File: src/ames_pkg.sv
package ames_pkg;

	localparam int REQ_W     = 3;
	localparam int VTX_W     = 6;
	localparam int VCNT_W    = 7;
	localparam int WIN_W     = 32;
	localparam int WOUT_W    = 32;
	localparam int ST_W      = 2;
	localparam int NBR_CNT_W = 6;
	localparam int TOTAL_W   = 12;

	localparam logic [REQ_W-1:0] REQ_ADD    = 3'd0;
	localparam logic [REQ_W-1:0] REQ_REMOVE = 3'd1;
	localparam logic [REQ_W-1:0] REQ_GET    = 3'd2;
	localparam logic [REQ_W-1:0] REQ_SET    = 3'd3;
	localparam logic [REQ_W-1:0] REQ_LIST   = 3'd4;
	localparam logic [REQ_W-1:0] REQ_COUNT  = 3'd5;

	localparam logic [ST_W-1:0] ST_DONE    = 2'd0;
	localparam logic [ST_W-1:0] ST_REFUSED = 2'd1;
	localparam logic [ST_W-1:0] ST_EMPTY   = 2'd2;

	// controller -> datapath
	typedef struct packed {
		logic accept;
		logic clr_step;
		logic exec_point;
		logic walk_step;
		logic emit_final;
	} ames_cmd_t;

	// datapath -> controller
	typedef struct packed {
		logic clr_last;
		logic walk_go;
		logic is_list;
		logic present;
		logic pend_valid;
		logic walk_end;
		logic out_free;
	} ames_sts_t;

endpackage

File: src/ames_ctrl.sv
module ames_ctrl
	import ames_pkg::*;
(
	input  logic      clk,
	input  logic      arst_n,
	input  logic      req_valid,
	output logic      req_stall,
	input  logic      cfg_wr_en,
	input  ames_sts_t sts,
	output ames_cmd_t cmd
);

	localparam logic [2:0] S_CLR  = 3'd0;
	localparam logic [2:0] S_IDLE = 3'd1;
	localparam logic [2:0] S_EXEC = 3'd2;
	localparam logic [2:0] S_WALK = 3'd3;
	localparam logic [2:0] S_FIN  = 3'd4;

	logic [2:0] state_q;
	logic [2:0] state_nxt;
	logic       walk_hold;

	// a new neighbour pushes out the held one, which needs a free output slot
	assign walk_hold = sts.is_list & sts.present & sts.pend_valid & ~sts.out_free;

	always_comb begin
		cmd       = '0;
		state_nxt = state_q;
		req_stall = 1'b1;
		unique case (state_q)
			S_CLR: begin
				cmd.clr_step = 1'b1;
				if (sts.clr_last) begin
					state_nxt = S_IDLE;
				end
			end
			S_IDLE: begin
				req_stall = cfg_wr_en;
				if (req_valid && !cfg_wr_en) begin
					cmd.accept = 1'b1;
					state_nxt  = S_EXEC;
				end
			end
			S_EXEC: begin
				if (sts.walk_go) begin
					state_nxt = S_WALK;
				end else if (sts.out_free) begin
					cmd.exec_point = 1'b1;
					state_nxt      = S_IDLE;
				end
			end
			S_WALK: begin
				if (!walk_hold) begin
					cmd.walk_step = 1'b1;
					if (sts.walk_end) begin
						state_nxt = S_FIN;
					end
				end
			end
			S_FIN: begin
				if (sts.out_free) begin
					cmd.emit_final = 1'b1;
					state_nxt      = S_IDLE;
				end
			end
			default: begin
				state_nxt = S_CLR;
			end
		endcase
		if (cfg_wr_en) begin
			state_nxt = S_CLR;
		end
	end

	always_ff @(posedge clk or negedge arst_n) begin
		if (!arst_n) begin
			state_q <= S_CLR;
		end else begin
			state_q <= state_nxt;
		end
	end

endmodule

File: config.mk
export PLATFORM = sky130hd
export DESIGN_NAME = ames_ctrl
export DESIGN_NICKNAME = d
export VERILOG_FILES = /design/src/ames_pkg.sv /design/src/ames_ctrl.sv
export SDC_FILE = /design/constraint.sdc
export NUM_CORES = 1
export LEC_CHECK = 0
export ABC_AREA = 1
export ABC_CLOCK_PERIOD_IN_PS = 1300
export BUFFER_PORTS_ARGS = -buffer_cell sky130_fd_sc_hd__buf_2
export CORE_AREA = 4 4 41 43
export CTS_BUF_LIST = sky130_fd_sc_hd__clkbuf_16
export CTS_CLUSTER_SIZE = 12
export DETAILED_ROUTE_END_ITERATION = 10
export DIE_AREA = 0 0 45 47
export GPL_ROUTABILITY_DRIVEN = 0
export PLACE_DENSITY = 0.6
export SYNTH_ARGS = -nofsm -noshare
export SYNTH_HDL_FRONTEND = slang
export SYNTH_SLANG_ARGS = --single-unit
File: constraint.sdc
create_clock -name clk -period 1.3 [get_ports clk]
set_input_delay 0.39 -clock clk [delete_from_list [all_inputs] [get_ports clk]]
set_output_delay 0.39 -clock clk [all_outputs]
set_load 0.05 [all_outputs]
# ---- After elaboration in Yosys (flattened, before gate mapping)
# Index checks and enable logic that the tools add are counted.
dict set report word_totals {
  output_inout_bits 6
  input_bits 11
  regBits 3
}
dict set report op_classes {
  n_mux 18
  n_reduce_logical 4
  n_eq_ne 8
  bitwise 4
}
# op n
set op_table {}
lappend op_table {{$mux W3} 7}
lappend op_table {{$pmux W3 S5} 1}
lappend op_table {{$ne A3 B3 Y1 const B} 4}
lappend op_table {{$mux W1} 10}
lappend op_table {{$eq A3 B2 Y1 const B} 2}
lappend op_table {{$reduce_and A4 Y1} 1}
lappend op_table {{$and A1 B1 Y1} 3}
lappend op_table {{$eq A3 B1 Y1 const B} 1}
lappend op_table {{$eq A3 B3 Y1 const B} 1}
lappend op_table {{$logic_not A3 Y1} 1}
lappend op_table {{$logic_and A1 B1 Y1} 1}
lappend op_table {{$logic_not A1 Y1} 1}
lappend op_table {{$not A1 Y1} 1}

# ---- Depth between registers and ports, before layout
# Gate-level depths: netlist (run 1).
dict set report logic_depth {
  depth_word 6
  ltp_mapped 9
  mapped_depth_nobuf 8
}

# ---- Worst setup path before layout (run 1)
# No wires, ideal clock.
dict set report synth_path {
  path_kind {register -> output}
  startpoint {register state_q[2]}
  endpoint {output cmd[4] in the netlist's numbering}
  required_ns 0.910
  arrival_ns 1.861
  setup_slack_ns -0.951
  stages_incl_launch_ff 4
  n_path_buf 0
  cell_sequence {dfrtp_1 -> nor2_1 -> nand3_1 -> nor2_1}
}
# item line_no
set synth_lines {}
lappend synth_lines {{from (decl)} ames_ctrl.sv:19} ;# logic [2:0] state_q;
lappend synth_lines {{from (signal assigned)} ames_ctrl.sv:79} ;# state_q <= state_nxt;
lappend synth_lines {{to (decl)} ames_ctrl.sv:10} ;# output ames_cmd_t cmd

==> flow_metrics.env, run 1 <==
export IMPL_cp_arrival_ps=1250
export IMPL_whs_ps=481
export IMPL_fin_nets=112
export IMPL_synth_xor_area_share_pct=0
export IMPL_grt_start_max_net_pins=6
export IMPL_power_density_nw_per_um2=1960
export IMPL_comb_power_share_pct=60.9
export IMPL_rsz0062_at_grt="yes"
export IMPL_path_delay_family="flip-flops"
export IMPL_wirelength_um=1440
export IMPL_crit_buf_inv=3
export IMPL_skew_ps=0.862
export IMPL_die_area_um2=2120
export IMPL_finalPower_mw=1.69
export IMPL_fmax_mhz=610
export IMPL_die_width_um=45
export IMPL_crit_slowest_cell="dfrtp_2"
export IMPL_start_kind="register"
export IMPL_drc=0
export IMPL_synth_seq_cells=3
export IMPL_grt_antenna_before_repair=0
export IMPL_cts_tree="done"
export IMPL_syn_cell_area_um2=329
export IMPL_yosysTopAreaCellShare_pct=22.8
export IMPL_core_um2=1300
export IMPL_die_h_um=47
export IMPL_final_max_slew_viol_count=0
export IMPL_relSlewSlack_pct=82.5
export IMPL_synth_compound_area_share_pct=9.13
export IMPL_insertion_delay_ps=230
export IMPL_cpPeakStageDelay_ps=450
export IMPL_layout_drive_gt1_share_pct=67.0
export IMPL_switchingPower_mw=0.683
export IMPL_worst_slew_pin_slew_ps=262
export IMPL_crit_path_cell_trace="buf_12, inv_8, nand3_4, nor2_4, buf_8"
export IMPL_cp_max_fo=3
export IMPL_synthTopCellsByArea="dfrtp_1, nand2_1, nor2_1"
export IMPL_syn_avg_cell_area_um2=5.77
export IMPL_synth_top_family_by_area="simple AND/OR/NAND/NOR gates"
export IMPL_final_util_pct=66.4
export IMPL_htreeDepth=1
export IMPL_track_usage_pct=15.3
export IMPL_ys_warnings_count=0
export IMPL_start_util_pct=25.3
export IMPL_outcome="complete, but fails checks"
export IMPL_routedWlPerCell_um=12.5
export IMPL_clockPowerShare_pct=28.9
export IMPL_reg_top3="state_q x3"
export IMPL_path_class="register to primary output"
export IMPL_fin_crit_ps=1640
export IMPL_pwr_share_seq_pct=10.2
export IMPL_leakage_nw=0.427
export IMPL_clk_pin_slew_ps=30
export IMPL_largest_reg_flops=3
export IMPL_dp_hpwl_um=910
export IMPL_cap_violations=0
export IMPL_setup_viol=8
export IMPL_hp_class="input pin to register"
export IMPL_grt_pass1_wl_um=2270
export IMPL_overflow=0
export IMPL_setup_ws_ps=-340
export IMPL_dr_pass1_iters=4
export IMPL_final_period_utilization_pct=126
export IMPL_antenna_cells=0
export IMPL_internal_power_mw=1.01
export IMPL_seq_area_frac_synth_pct=22.8
export IMPL_yosys_area_share_adder_pct=0
export IMPL_drt_iter0_drc=13
export IMPL_dp_slack_ps=-222
export IMPL_swShare_pct=40.4
export IMPL_numCtsBuffers=3
export IMPL_cts_root_buf="clkbuf_16"
export IMPL_vias=540
export IMPL_syn_inst=57
export IMPL_synth_distinct_cells=17
export IMPL_grt_pass1_vias=546
export IMPL_io_buffer_count=16
export IMPL_synth_mux_area_share_pct=0
export IMPL_synth_area_leader_cell="dfrtp_1"
export IMPL_endpoint_kind="primary output"
export IMPL_synth_simple_gate_area_share_pct=54.8
export IMPL_finalHoldViolCount=0
export IMPL_io_pins=17
export IMPL_regMostFlops="state_q"
export IMPL_syn_nets=68
export IMPL_syn2layout_area_growth_pct=163
export IMPL_required_ps=910
export IMPL_cts_sinks=3
export IMPL_clock_path_buffers=2
export IMPL_final_common_cell="buf_4"
export IMPL_violations="negative setup slack"
export IMPL_antenna_left=0
export IMPL_num_rows=13
export IMPL_vias_per_cell=4.70
export IMPL_vdd_ir_drop_worst_v=0.00120
export IMPL_final_cell_mix="buf_4, nand2_1, buf_2"
[kinds of logic after synthesis]
family | after synthesis
AO/OA/AOI/OAI | 6
flip-flops | 3
buffers and inverters | 9
AND/OR/NAND/NOR | 39
[cell usage after synthesis]
master and count:
inv_1 4, nand2_4 1, nor3_2 1, dfrtp_1 3
inv_4 1, nor2_1 9, nor2_2 3, buf_6 1
o21ai_0 3, a21oi_1 2, nand2_1 17, nand4_1 1
inv_2 3, o21ai_1 1, nand2_2 1, nand3_1 4
nor3_1 2
[power by group through the flow]
stage / logic (mW) / clock network, mW / registers, mW
after floorplan: 0.484 / 0 / 0.147
after global placement: 0.665 / 0 / 0.169
after detailed placement: 0.676 / 0 / 0.173
after CTS: 0.844 / 0.481 / 0.177
after global routing: 1.09 / 0.494 / 0.178
final: 1.03 / 0.489 / 0.172
[worst min-delay path: cells and delay by family]
| kind | cells | cell delay [ps] |
|---|---|---|
| compound gates | 1 | 70 |
| buf+inv | 1 | 90 |
| simple gates | 2 | 120 |
[cell type report]
cell class	count	area, um^2
clock buffer	3	75.1
clock inverter	1	3.75
fill	108	437
inverter	8	42.5
multi-input combinational	45	310
sequential	3	78.8
tap	15	18.8
timing repair buffer	40	335
[what timing repair did]
action | 4_1_cts | 5_1_grt
gates resized for setup | 17 | 17
setup endpoints to repair | 6 | 9
hold buffers | 1 | 0
pin swaps | 4 | 6
cloned | 0 | 0
setup buffers | 3 | 4
endpoints found under the hold margin | 3 | 0
[per-layer routing]
layer / track usage [%] / up-vias / wire length [um]
met2: 26.3 / 22 / 753
li1: - / 262 / -
met1: 17.0 / 251 / 551
met5: 0 / - / 0
met4: 9.36 / 0 / 43
met3: 3.83 / 5 / 93
[through the flow]
step | cell area (um^2) | std cells | setup TNS (ps)
detailed placement | 592 | 103 | -964
global route | 865 | 115 | -2430
global placement | 592 | 103 | -822
floorplan | 384 | 57 | -1080
finish | 865 | 115 | -2010
CTS | 759 | 111 | -1580
[final timing paths]
check,start,end,slack (ps),depth (start not counted)
worst max-delay path,state_q[2]$_DFFE_PN0P_,cmd[1],-340,5
worst max register to register,state_q[0]$_DFFE_PN0P_,state_q[0]$_DFFE_PN0P_,-110,9
min in group asynchronous,arst_n,state_q[2]$_DFFE_PN0P_,510,2
worst min-delay path,sts[1],state_q[1]$_DFFE_PN0P_,480,4
max in group asynchronous,arst_n,state_q[1]$_DFFE_PN0P_,670,2
worst min register to register,state_q[0]$_DFFE_PN0P_,state_q[0]$_DFFE_PN0P_,860,5
(Power assumes the default switching activity.)
==> inputs of run 2 (changes only) <==
- ABC_AREA: 1 -> 0
- PLACE_DENSITY: 0.6 -> 0.57
==> run 2 against run 1 <==
The flow still finishes with violations (negative setup slack). First-iteration DRC count fell by 69%. Fmax fell by 9.5%. Highest routed layer is now met3. Total power is 47% lower. Cell area is 12% lower. Global-route usage fell by 3.6 points. Clock skew rose by 1.4 ps. Hold slack worse by 20 ps.
==> flow_metrics.env, run 2 <==
export IMPL_violations="negative setup slack"
export IMPL_vias_per_cell=4.62
export IMPL_syn_cell_area_um2=293
export IMPL_synthTopCellsByArea="dfrtp_1, or3b_1, nor3_1"
export IMPL_clk_pin_slew_ps=30
export IMPL_drc=0
export IMPL_htreeDepth=1
export IMPL_crit_path_cell_trace="or3b_4, or2_4, buf_6"
export IMPL_cts_root_buf="clkbuf_16"
export IMPL_crit_slowest_cell="or3b_4"
export IMPL_final_period_utilization_pct=139
export IMPL_fin_nets=83
export IMPL_yosysTopAreaCellShare_pct=25.6
export IMPL_synth_edf_count=0
export IMPL_antenna_cells=0
export IMPL_overflow=0
export IMPL_syn2layout_area_growth_pct=160
export IMPL_relSlewSlack_pct=76.8
export IMPL_dr_pass1_iters=4
export IMPL_die_h_um=47
export IMPL_vias=397
export IMPL_setup_viol=8
export IMPL_vdd_ir_drop_worst_v=0.00125
export IMPL_dp_hpwl_um=681
export IMPL_die_width_um=45
export IMPL_antenna_left=0
export IMPL_io_buffer_count=16
export IMPL_power_density_nw_per_um2=1180
export IMPL_track_usage_pct=11.7
export IMPL_reg_top3="state_q x3"
export IMPL_async_flop_share_pct=100
export IMPL_cts_tree="done"
export IMPL_num_rows=13
export IMPL_syn_inst=35
export IMPL_grt_start_max_net_pins=9
export IMPL_path_delay_family="simple AND/OR/NAND/NOR gates"
export IMPL_grt_pass1_wl_um=1760
export IMPL_finalHoldViolCount=0
export IMPL_ys_warnings_count=0
export IMPL_synth_area_leader_cell="dfrtp_1"
export IMPL_seq_area_frac_synth_pct=25.6
export IMPL_layout_drive_gt1_share_pct=74.6
export IMPL_required_ps=910
export IMPL_insertion_delay_ps=220
export IMPL_synth_top_flop_cell="dfrtp_1"
export IMPL_crit_buf_inv=1
export IMPL_fin_crit_ps=1810
export IMPL_min_to="state_q[2]$_DFFE_PN0P_"
export IMPL_clock_path_buffers=2
export IMPL_worst_slew_pin_slew_ps=347
export IMPL_r2r_cells=6
export IMPL_cp_max_fo=3
export IMPL_outcome="complete, but fails checks"
export IMPL_setup_tns_ps=-2830
export IMPL_path_class="register to primary output"
export IMPL_holdPathStages=3
export IMPL_core_um2=1300
export IMPL_routedWlPerCell_um=11.8
export IMPL_grt_pass1_vias=406
export IMPL_skew_ps=2.26
export IMPL_syn_nets=46
export IMPL_r2r_slack_ps=-230
export IMPL_regMostFlops="state_q"
export IMPL_final_cell_mix="buf_2, buf_6, buf_4"
export IMPL_reg2reg_to="state_q[0]$_DFFE_PN0P_"
export IMPL_fmax_mhz=552
export IMPL_worstReg2RegStart="state_q[2]$_DFFE_PN0P_"
export IMPL_cp_arrival_ps=1420
export IMPL_io_pins=17
export IMPL_start_kind="register"
export IMPL_nFillCells=117
export IMPL_hp_class="input pin to register"
export IMPL_synth_seq_cells=3
export IMPL_dp_slack_ps=-472
export IMPL_syn_avg_cell_area_um2=8.37
export IMPL_start_util_pct=22.5
export IMPL_endpoint_kind="primary output"
export IMPL_synth_distinct_cells=21
export IMPL_final_max_slew_viol_count=0
export IMPL_yosys_top_cells_count="nand2_1, nor2_1, dfrtp_1, nor3_1"
export IMPL_leakage_nw=0.359
export IMPL_setup_ws_ps=-512
export IMPL_grt_antenna_before_repair=0
export IMPL_hp_start="cfg_wr_en"
export IMPL_drt_iter0_drc=4
export IMPL_cpPeakStageDelay_ps=400
export IMPL_rsz0062_at_grt="yes"
export IMPL_die_area_um2=2120
export IMPL_wirelength_um=1020
export IMPL_cts_sinks=3
export IMPL_largest_reg_flops=3
export IMPL_cap_violations=0
export IMPL_numCtsBuffers=3
## run 2: cell types whose count changed in the layout (fill, tap and decap cells not counted), moves of 3 or more
cell,before,now
buf_4,19,10
buf_6,6,10
inv_1,5,2
nand2_1,15,2
nand2_2,3,0
nor2_4,6,2
## run 2: per-stage QoR
| step | total power [mW] | area [um^2] | hold slack (ps) | instances | utilization, % |
|---|---|---|---|---|---|
| 2_1_floorplan | 0.281 | 355 | 94.4 | 35 | - |
| 3_3_place_gp | 0.345 | 507 | 185 | 74 | 38.9 |
| 3_5_place_dp | 0.347 | 507 | 187 | 74 | 38.9 |
| 4_1_cts | 0.891 | 743 | 449 | 85 | 57.1 |
| 5_1_grt | 0.943 | 762 | 473 | 86 | 58.6 |
| 6_report | 0.896 | 762 | 461 | 86 | 58.6 |
## run 2: area by class of cell
type,count,area (um^2),share of cell area [%]
clock buffers,3,75.1,9.85
clock inverters,1,3.75,0.493
inverters,1,3.75,0.493
multi-input cells,29,282,36.9
flip-flops and latches,3,76.3,10.0
well taps,15,18.8,2.46
repair buffers,34,303,39.7
## run 2: repair_timing
item / 4_1_cts / 5_1_grt
buffers inserted: 7 / 2
gates resized for setup: 23 / 4
gates cloned: 0 / 0
endpoints found under the setup margin: 8 / 8
pin swaps: 9 / 5
hold endpoints to repair: 3 / 0
hold buffers: 1 / 0
## run 2: power breakdown
group          switching [mW]  internal (mW)
Sequential            0.00796          0.102
Clock                  0.0791          0.396
Combinational           0.157          0.154
## run 2: cells by family after synthesis
family	share of synthesized area, %
AND/OR/NAND/NOR	48.3
AO/OA/AOI/OAI	19.2
buffers and inverters	6.83
flip-flops	25.6
## run 2: metal layers
layer  GRT usage [%]  share of wire, %  up-vias
li1                -                 -      200
met1            13.3                40      180
met2            20.6                52       17
met3            5.36               7.7        0
met4            1.75                 0        0
met5               0                 0        -
## run 2: tightest hold or removal path: cells and delay by family
family                 cells  cell delay, ps
buffers and inverters      2             220
AOI/OAI and AO/OA          1              40
## run 2: how the worst max path moves through the flow
stage,startpoint,end,slack (ps),cells past startpoint
floorplan,state_q[2]$_DFFE_PN0P_,req_stall,-260,2
global placement,cfg_wr_en,req_stall,-460,4
detailed placement,cfg_wr_en,req_stall,-470,4
CTS,state_q[2]$_DFFE_PN0P_,req_stall,-510,3
global route,state_q[2]$_DFFE_PN0P_,req_stall,-540,3
finish,state_q[2]$_DFFE_PN0P_,req_stall,-510,3
